**config.mk**
```make
export PLATFORM = sky130hd
export DESIGN_NAME = integer_calculator_unit_flat
export DESIGN_NICKNAME = d
export VERILOG_FILES = /design/src/hw/rtl/icu_pkg.sv /design/src/hw/rtl/icu_req_if.sv /design/src/hw/rtl/icu_rsp_if.sv /design/src/hw/rtl/integer_calculator_unit.sv /design/src/hw/rtl/icu_divider.sv /design/src/flat_wrapper.sv
export SDC_FILE = /design/constraint.sdc
export NUM_CORES = 2
export LEC_CHECK = 0
export BUFFER_PORTS_ARGS = -buffer_cell sky130_fd_sc_hd__buf_4
export CAP_MARGIN = 20
export CORE_UTILIZATION = 55
export DETAILED_ROUTE_END_ITERATION = 16
export PLACE_DENSITY = 0.75
export SYNTH_ARGS = -nofsm -noshare
export SYNTH_HDL_FRONTEND = slang
export SYNTH_HIERARCHICAL = 1
export SYNTH_SLANG_ARGS = --single-unit
```
**constraint.sdc**
```tcl
create_clock -name clk -period 8.8 [get_ports clk]
set_clock_uncertainty 0.15 [all_clocks]
set_input_delay 0 -clock clk [delete_from_list [all_inputs] [get_ports clk]]
set_output_delay 0 -clock clk [all_outputs]
set_load 0.005 [all_outputs]
```
**src/hw/rtl/icu_pkg.sv**
```systemverilog
package icu_pkg;

    localparam int DATA_WIDTH = 32;
    localparam int REQ_TYPE_W = 3;
    localparam int DIV_CNT_W  = $clog2(DATA_WIDTH);

    typedef enum logic [REQ_TYPE_W-1:0] {
        OP_ADD   = 3'd0,
        OP_SUB   = 3'd1,
        OP_MUL   = 3'd2,
        OP_POW   = 3'd3,
        OP_ABS   = 3'd4,
        OP_PRIME = 3'd5
    } op_t;

endpackage

```
**src/hw/rtl/icu_req_if.sv**
```systemverilog
interface icu_req_if;
    logic                                    valid;
    logic                                    ready;
    logic        [icu_pkg::REQ_TYPE_W-1:0]   req_type;
    logic signed [icu_pkg::DATA_WIDTH-1:0]   operand_a;
    logic signed [icu_pkg::DATA_WIDTH-1:0]   operand_b;

    modport source (output valid, req_type, operand_a, operand_b, input ready);
    modport sink   (input valid, req_type, operand_a, operand_b, output ready);
endinterface

```
**src/hw/rtl/icu_rsp_if.sv**
```systemverilog
interface icu_rsp_if;
    logic                                    valid;
    logic                                    ready;
    logic signed [icu_pkg::DATA_WIDTH-1:0]   answer;

    modport source (output valid, answer, input ready);
    modport sink   (input valid, answer, output ready);
endinterface

```
**src/hw/rtl/integer_calculator_unit.sv**
```systemverilog
// Integer calculator: one request beat (operation, two signed operands) gives
// exactly one answer beat. Add, subtract, absolute value and unused codes
// are computed at acceptance; multiply goes through the S_MUL state. Power
// runs square-and-multiply on the single shared 32x32 multiplier, alternating
// accumulate and square states for each exponent bit up to the highest set
// bit. Prime test does trial division on a one-bit-per-cycle divider with up
// to about sqrt(a) trial divisors. One request is in work at a time: ready is
// high only while the sequencer is idle. A finished answer waits in an output
// register, so the next request may be taken while the previous answer is
// still unclaimed.
module integer_calculator_unit (
    input  logic       clk,
    input  logic       rst_n,
    icu_req_if.sink    req,
    icu_rsp_if.source  rsp
);
    import icu_pkg::*;

    localparam int W = DATA_WIDTH;

    typedef enum logic [6:0] {
        S_IDLE      = 7'b0000001,
        S_MUL       = 7'b0000010,
        S_POW_ACC   = 7'b0000100,
        S_POW_SQR   = 7'b0001000,
        S_DIV_START = 7'b0010000,
        S_DIV_WAIT  = 7'b0100000,
        S_DONE      = 7'b1000000
    } state_t;

    state_t       state_reg, state_next;
    logic [W-1:0] opa_reg, opa_next;     // operand a, power base, tested value
    logic [W-1:0] opb_reg, opb_next;     // operand b, exponent, trial divisor
    logic [W-1:0] res_reg, res_next;     // result, power accumulator
    logic         out_valid_reg, out_valid_next;
    logic [W-1:0] out_data_reg, out_data_next;

    logic [W-1:0] a_in, b_in;
    logic [W-1:0] mul_x, mul_y, mul_p;
    logic         div_start;
    logic         div_done;
    logic [W-1:0] div_quo, div_rem;
    logic         accept, load_out;

    assign a_in   = req.operand_a;
    assign b_in   = req.operand_b;
    assign accept = req.valid && req.ready;

    // shared multiplier, low half only (wraps modulo 2^W)
    assign mul_x = (state_reg == S_POW_ACC) ? res_reg : opa_reg;
    assign mul_y = (state_reg == S_MUL) ? opb_reg : opa_reg;
    assign mul_p = mul_x * mul_y;

    assign div_start = (state_reg == S_DIV_START);

    icu_divider u_div (
        .clk       (clk),
        .rst_n     (rst_n),
        .start     (div_start),
        .dividend  (opa_reg),
        .divisor   (opb_reg),
        .done      (div_done),
        .quotient  (div_quo),
        .remainder (div_rem)
    );

    // hand the result to the output register once it is free
    assign load_out = (state_reg == S_DONE) && (!out_valid_reg || rsp.ready);

    always_comb
    begin
        state_next = state_reg;
        opa_next   = opa_reg;
        opb_next   = opb_reg;
        res_next   = res_reg;

        unique case (state_reg)
            S_IDLE:
            begin
                if (accept)
                begin
                    state_next = S_DONE;
                    opa_next   = a_in;
                    opb_next   = b_in;
                    case (op_t'(req.req_type))
                        OP_ADD: res_next = a_in + b_in;
                        OP_SUB: res_next = a_in - b_in;
                        OP_MUL: state_next = S_MUL;
                        OP_POW:
                        begin
                            res_next = W'(1);
                            // zero or negative exponent gives 1
                            if (!b_in[W-1] && b_in != '0)
                                state_next = S_POW_ACC;
                        end
                        OP_ABS: res_next = a_in[W-1] ? (W'(0) - a_in) : a_in;
                        OP_PRIME:
                        begin
                            res_next = '0;
                            opb_next = W'(2);
                            // negatives, 0 and 1 are not prime
                            if (!a_in[W-1] && a_in >= W'(2))
                                state_next = S_DIV_START;
                        end
                        default: res_next = '0;
                    endcase
                end
            end
            S_MUL:
            begin
                res_next   = mul_p;
                state_next = S_DONE;
            end
            S_POW_ACC:
            begin
                if (opb_reg == '0)
                    state_next = S_DONE;
                else
                begin
                    if (opb_reg[0])
                        res_next = mul_p;
                    state_next = S_POW_SQR;
                end
            end
            S_POW_SQR:
            begin
                opa_next   = mul_p;
                opb_next   = opb_reg >> 1;
                state_next = S_POW_ACC;
            end
            S_DIV_START:
            begin
                state_next = S_DIV_WAIT;
            end
            S_DIV_WAIT:
            begin
                if (div_done)
                begin
                    if (opb_reg > div_quo)
                    begin
                        // divisor passed the square root: prime
                        res_next   = W'(1);
                        state_next = S_DONE;
                    end
                    else if (div_rem == '0)
                    begin
                        res_next   = '0;
                        state_next = S_DONE;
                    end
                    else
                    begin
                        opb_next   = opb_reg + W'(1);
                        state_next = S_DIV_START;
                    end
                end
            end
            S_DONE:
            begin
                if (load_out)
                    state_next = S_IDLE;
            end
            default: state_next = S_IDLE;
        endcase
    end

    always_comb
    begin
        out_data_next  = out_data_reg;
        out_valid_next = out_valid_reg;
        if (load_out)
        begin
            out_data_next  = res_reg;
            out_valid_next = 1'b1;
        end
        else if (rsp.ready)
            out_valid_next = 1'b0;
    end

    always_ff @(posedge clk or negedge rst_n)
    begin
        if (!rst_n)
        begin
            state_reg     <= S_IDLE;
            out_valid_reg <= 1'b0;
        end
        else
        begin
            state_reg     <= state_next;
            out_valid_reg <= out_valid_next;
        end
    end

    always_ff @(posedge clk)
    begin
        opa_reg      <= opa_next;
        opb_reg      <= opb_next;
        res_reg      <= res_next;
        out_data_reg <= out_data_next;
    end

    assign req.ready  = (state_reg == S_IDLE);
    assign rsp.valid  = out_valid_reg;
    assign rsp.answer = out_data_reg;

endmodule

```
**src/hw/rtl/icu_divider.sv**
```systemverilog
module icu_divider (
    input  logic                            clk,
    input  logic                            rst_n,
    input  logic                            start,
    input  logic [icu_pkg::DATA_WIDTH-1:0]  dividend,
    input  logic [icu_pkg::DATA_WIDTH-1:0]  divisor,
    output logic                            done,
    output logic [icu_pkg::DATA_WIDTH-1:0]  quotient,
    output logic [icu_pkg::DATA_WIDTH-1:0]  remainder
);
    import icu_pkg::*;

    localparam int W = DATA_WIDTH;

    logic                 busy_reg;
    logic                 done_reg;
    logic [DIV_CNT_W-1:0] cnt_reg;
    logic [W-1:0]         rem_reg;
    logic [W-1:0]         quo_reg;
    logic [W-1:0]         den_reg;

    logic [W:0]           shifted;
    logic [W:0]           diff;
    logic                 fits;
    logic [W-1:0]         rem_step;

    // restoring step: one quotient bit per cycle
    always_comb
    begin
        shifted  = {rem_reg, quo_reg[W-1]};
        diff     = shifted - {1'b0, den_reg};
        fits     = ~diff[W];
        rem_step = fits ? diff[W-1:0] : shifted[W-1:0];
    end

    always_ff @(posedge clk or negedge rst_n)
    begin
        if (!rst_n)
        begin
            busy_reg <= 1'b0;
            done_reg <= 1'b0;
            cnt_reg  <= '0;
        end
        else
        begin
            done_reg <= 1'b0;
            if (start)
            begin
                busy_reg <= 1'b1;
                cnt_reg  <= '0;
            end
            else if (busy_reg)
            begin
                cnt_reg <= cnt_reg + DIV_CNT_W'(1);
                if (cnt_reg == DIV_CNT_W'(W - 1))
                begin
                    busy_reg <= 1'b0;
                    done_reg <= 1'b1;
                end
            end
        end
    end

    always_ff @(posedge clk)
    begin
        if (start)
        begin
            rem_reg <= '0;
            quo_reg <= dividend;
            den_reg <= divisor;
        end
        else if (busy_reg)
        begin
            rem_reg <= rem_step;
            quo_reg <= {quo_reg[W-2:0], fits};
        end
    end

    assign done      = done_reg;
    assign quotient  = quo_reg;
    assign remainder = rem_reg;

endmodule

```
**src/flat_wrapper.sv**
```systemverilog
// flat-port wrapper written by rule: the top's interface ports become plain ports
module integer_calculator_unit_flat import icu_pkg::*;
  (clk, rst_n, req_valid, req_req_type, req_operand_a, req_operand_b, req_ready, rsp_valid, rsp_answer, rsp_ready);
  icu_req_if req_i ();
  icu_rsp_if rsp_i ();
  input  logic clk;
  input  logic rst_n;
  input wire logic [$bits(req_i.valid)-1:0] req_valid;
  input wire logic [$bits(req_i.req_type)-1:0] req_req_type;
  input wire logic [$bits(req_i.operand_a)-1:0] req_operand_a;
  input wire logic [$bits(req_i.operand_b)-1:0] req_operand_b;
  output wire logic [$bits(req_i.ready)-1:0] req_ready;
  output wire logic [$bits(rsp_i.valid)-1:0] rsp_valid;
  output wire logic [$bits(rsp_i.answer)-1:0] rsp_answer;
  input wire logic [$bits(rsp_i.ready)-1:0] rsp_ready;
  assign req_i.valid = req_valid;
  assign req_i.req_type = req_req_type;
  assign req_i.operand_a = req_operand_a;
  assign req_i.operand_b = req_operand_b;
  assign req_ready = req_i.ready;
  assign rsp_valid = rsp_i.valid;
  assign rsp_answer = rsp_i.answer;
  assign rsp_i.ready = rsp_ready;
  integer_calculator_unit u_core (.clk(clk), .rst_n(rst_n), .req(req_i), .rsp(rsp_i));
endmodule
```
==> insert_results.sql <==
INSERT INTO impl_metrics (metric_group, metric, value, unit) VALUES
('grt', 'number_of_antenna_violations_at_the_first_check_in_global_routing', '3', ''),
('outcome', 'outcome', 'finished, final reports clean', ''),
('placement', 'dp_hpwl', '87.4', 'mm'),
('timing', 'min_period', '8.55', 'ns'),
('yosys', 'yosysSeqAreaShare', '21.1', '%'),
('setup_path', 'critPathRequiredTime', '8.94', 'ns'),
('timing', 'final_cycle_utilization_of_the_critical_path', '97.2', '%'),
('floorplan', 'die_area', '59400', 'um^2'),
('clock_tree', 'clk_transition_reported_paths', '0.06', 'ns'),
('yosys', 'synth.cells.most_frequent', '484 x sky130_fd_sc_hd__inv_1, 454 x sky130_fd_sc_hd__nor2_1, 410 x sky130_fd_sc_hd__fa_1', ''),
('yosys', 'synth-edff-count', '192', ''),
('grt', 'overflow', '0', ''),
('yosys', 'postSynthRegisterBits', '239', ''),
('yosys', 'synth.top_cells.by_area', 'sky130_fd_sc_hd__fa_1 26%, sky130_fd_sc_hd__edfxtp_1 18%, sky130_fd_sc_hd__ha_1 8.8%, sky130_fd_sc_hd__inv_1 5.7%, sky130_fd_sc_hd__nor2_1 5.3%', ''),
('grt', 'largest_net_degree_at_the_start_of_global_routing', '85', ''),
('placement', 'post-place-ws', '-0.164', 'ns'),
('timing', 'report.final.slew_viol_count', '0', ''),
('route', 'drt.antenna.violating_nets', '0', ''),
('placement', 'finalWeightedCongestion', '1.09', ''),
('yosys', 'share_of_the_synthesized_area_in_the_top_cell_type', '25.5', '%'),
('final_layout', 'final-seq-area', '6790', 'um^2'),
('floorplan', 'floorplan.initialDensity', '55.7', '%'),
('grt', 'first_global_vias', '27000', ''),
('yosys', 'synthArstFlopShare', '6.28', '%'),
('yosys', 'ys.warnings.count', '6', ''),
('final_layout', 'share_of_final_layout_standard_cells_stronger_than_drive_strength_1', '12.8', '%'),
('route', 'route.final.wire_length', '110', 'mm'),
('clock_tree', 'clock_tree_from_tritoncts', 'built', ''),
('setup_path', 'worst-setup-path-type', 'register to register', ''),
('final_layout', 'finish.net_count', '4366', ''),
('placement', 'dp.cells', '4310', ''),
('placement', 'io_buffer_count', '104', ''),
('setup_path', 'crit_path_max_fanout', '11', ''),
('setup_path', 'crit_path_end_kind', 'register', ''),
('setup_path', 'rrSetupSlack', '0.25', 'ns'),
('floorplan', 'chipWidth', '244', 'um'),
('job', 'max_cap_violations', '0', ''),
('route', 'detailedRoute.firstPassIterationCount', '6', ''),
('yosys', 'number_of_cells_produced_by_synthesis', '3432', ''),
('yosys', 'synth_top_cell_by_area', 'sky130_fd_sc_hd__fa_1', ''),
('floorplan', 'chipHeight', '244', 'um'),
('route', 'drt-initial-drc-count', '3043', ''),
('final_layout', 'syn2layout_area_growth', '13.1', '%'),
('timing', 'finalHoldViolations', '0', ''),
('yosys', 'avgSynthCellArea', '9.37', 'um^2'),
('route', 'detail_route.vias_per_cell', '6.14', ''),
('final_layout', 'instances_no_fill', '4444', ''),
('clock_tree', 'clkLatencyLatePin', '0.56', 'ns'),
('grt', 'grt_first_pass_wirelength', '165', 'mm'),
('yosys', 'ys_types', '92', ''),
('floorplan', 'floorplan.io_pins', '105', ''),
('clock_tree', 'clockRootBuffer', 'sky130_fd_sc_hd__clkbuf_16', ''),
('yosys', 'synthMostInstantiatedCell', 'sky130_fd_sc_hd__inv_1', ''),
('floorplan', 'core_area', '57700', 'um^2'),
('final_layout', 'multiInputGateArea', '23200', 'um^2'),
('clock_tree', 'ctsLongestPathBuffers', '3', ''),
('timing', 'max_slew.worst_pin.slew', '1.06', 'ns'),
('yosys', 'synth_area', '32100', 'um^2'),
('setup_path', 'worst_setup_path_start_kind', 'register', ''),
('grt', 'groute.usage.overall', '37.1', '%'),
('route', 'route.detailed.drc', '0', ''),
('route', 'vias', '27300', ''),
('min_path', 'worstHoldPathType', 'primary input to register', ''),
('final_layout', 'n_fill_cell', '4834', ''),
('floorplan', 'floorplan.rows', '88', ''),
('final_layout', 'finish.utilization', '63.0', '%'),
('route', 'route.detailed.wl_per_inst', '24.8', 'um'),
('timing', 'worst_slew_margin_rel', '29.2', '%'),
('timing', 'maxClockFrequency', '117', 'MHz'),
('clock_tree', 'cts-buffers-inserted', '24', ''),
('clock_tree', 'ctsHtreeMaxLevel', '1', ''),
('timing', 'final_critical_path_setup_slack', '0.246', 'ns'),
('timing', 'hold_ws', '0.0174', 'ns'),
('timing', 'timing.final.setup_violations', '0', ''),
('setup_path', 'timing.critical_path.arrival', '8.70', 'ns'),
('clock_tree', 'numClockSinks', '239', ''),
('yosys', 'synth_flop_cell', 'sky130_fd_sc_hd__edfxtp_1', ''),
('yosys', 'synth_fp_nets', '4138', '');
==> cell families after synthesis <==
| kind of cell | synth area share, % |
|---|---|
| simple gates | 14.1 |
| fa+ha+maj | 34.3 |
| buf+inv | 7.49 |
| compound gates | 11.0 |
| flops | 21.1 |
| xor+xnor | 6.39 |
| mux | 5.62 |
==> cells in the final DEF, fill, tap and decap left out, types with 15 or more instances in the layout <==
cell type,n
sky130_fd_sc_hd__dlygate4sd3_1,73
sky130_fd_sc_hd__o21bai_1,16
sky130_fd_sc_hd__o21ai_0,120
sky130_fd_sc_hd__inv_1,483
sky130_fd_sc_hd__fa_1,409
sky130_fd_sc_hd__or2_2,17
sky130_fd_sc_hd__nand2b_1,30
sky130_fd_sc_hd__a21oi_1,95
sky130_fd_sc_hd__a22oi_1,48
sky130_fd_sc_hd__o22ai_1,20
sky130_fd_sc_hd__o31ai_1,17
sky130_fd_sc_hd__and3_1,15
sky130_fd_sc_hd__mux2_2,70
sky130_fd_sc_hd__nand4_1,30
sky130_fd_sc_hd__buf_4,256
sky130_fd_sc_hd__a211oi_1,27
sky130_fd_sc_hd__ha_1,224
sky130_fd_sc_hd__o21a_1,18
sky130_fd_sc_hd__dfxtp_1,32
sky130_fd_sc_hd__xnor2_1,151
sky130_fd_sc_hd__nand3_1,39
sky130_fd_sc_hd__edfxtp_1,192
sky130_fd_sc_hd__mux2i_2,16
sky130_fd_sc_hd__nand2_1,313
sky130_fd_sc_hd__nor3_1,24
sky130_fd_sc_hd__clkbuf_16,24
sky130_fd_sc_hd__a21o_1,51
sky130_fd_sc_hd__mux2i_1,56
sky130_fd_sc_hd__nor2_1,450
sky130_fd_sc_hd__xor2_1,67
sky130_fd_sc_hd__nor4_1,23
==> area by class of cell <==
type	count	share of cell area, %
multi-input combinational	2573	63.8
sequential	239	18.7
timing repair buffer	338	7.75
inverter	484	5.01
tap	765	2.63
clock buffer	26	1.67
clock inverter	17	0.479
antenna	2	0.0138
==> repair_timing <==
| item | in CTS | in global routing |
|---|---|---|
| gates cloned | 0 | 1 |
| gates resized for setup | 2 | 32 |
| setup buffers | 0 | 13 |
| hold buffers | 73 | 0 |
| pin swaps | 0 | 7 |
| endpoints found under the hold margin | 116 | 0 |
| endpoints found under the setup margin | 11 | 18 |
==> metrics by stage <==
stage | setup TNS, ns | area, um^2
after floorplan | 0 | 32200
after global placement | -0.311 | 34500
after detailed placement | -0.694 | 34500
after CTS | 0 | 36100
after global routing | -0.0258 | 36300
final | 0 | 36300
==> critical path, cell delays in order, from the launching register on <==
cell                       delay (ns)
sky130_fd_sc_hd__dfstp_2         0.60
sky130_fd_sc_hd__nor4b_4         0.06
sky130_fd_sc_hd__buf_4           0.16
sky130_fd_sc_hd__nand2_2         0.23
sky130_fd_sc_hd__mux2i_4         0.44
sky130_fd_sc_hd__buf_4           0.31
sky130_fd_sc_hd__nor2_1          0.09
sky130_fd_sc_hd__fa_1            0.51
sky130_fd_sc_hd__fa_1            0.44
sky130_fd_sc_hd__fa_1            0.51
sky130_fd_sc_hd__inv_1           0.05
sky130_fd_sc_hd__fa_1            0.47
sky130_fd_sc_hd__inv_1           0.05
sky130_fd_sc_hd__fa_1            0.48
sky130_fd_sc_hd__fa_1            0.59
sky130_fd_sc_hd__fa_1            0.47
sky130_fd_sc_hd__fa_1            0.48
sky130_fd_sc_hd__ha_1            0.40
sky130_fd_sc_hd__a21oi_1         0.22
sky130_fd_sc_hd__o21ai_0         0.12
sky130_fd_sc_hd__a21oi_1         0.21
sky130_fd_sc_hd__o21bai_1        0.08
sky130_fd_sc_hd__a21o_1          0.18
sky130_fd_sc_hd__nand2b_1        0.14
sky130_fd_sc_hd__a31oi_1         0.22
sky130_fd_sc_hd__o31ai_1         0.13
sky130_fd_sc_hd__xor2_1          0.17
sky130_fd_sc_hd__a211o_1         0.32
==> worst paths after layout <==
path / from / end / cells after the start
max: u_core/state_reg[0] / u_core/res_reg[30] / 27
min: req_valid / u_core/state_reg[0] / 4
max reg2reg: u_core/state_reg[0] / u_core/res_reg[30] / 27
min reg2reg: u_core/u_div/remainder[21] / u_core/u_div/remainder[21] / 2
max in group asynchronous: rst_n / u_core/state_reg[3] / 3
min in group asynchronous: rst_n / u_core/u_div/cnt_reg[3] / 3
==> routing by layer <==
metal / track usage [%] / vias to the layer above / wire length [um]
met5: 0 / - / 0
met4: 17.8 / 0 / 6120
met3: 7.66 / 375 / 12500
met2: 57.3 / 1685 / 49200
met1: 50.0 / 13400 / 42300
li1: - / 11900 / -
Power is not shown: default switching activity piles up to over one toggle a cycle in this logic, so the estimate is an artifact.
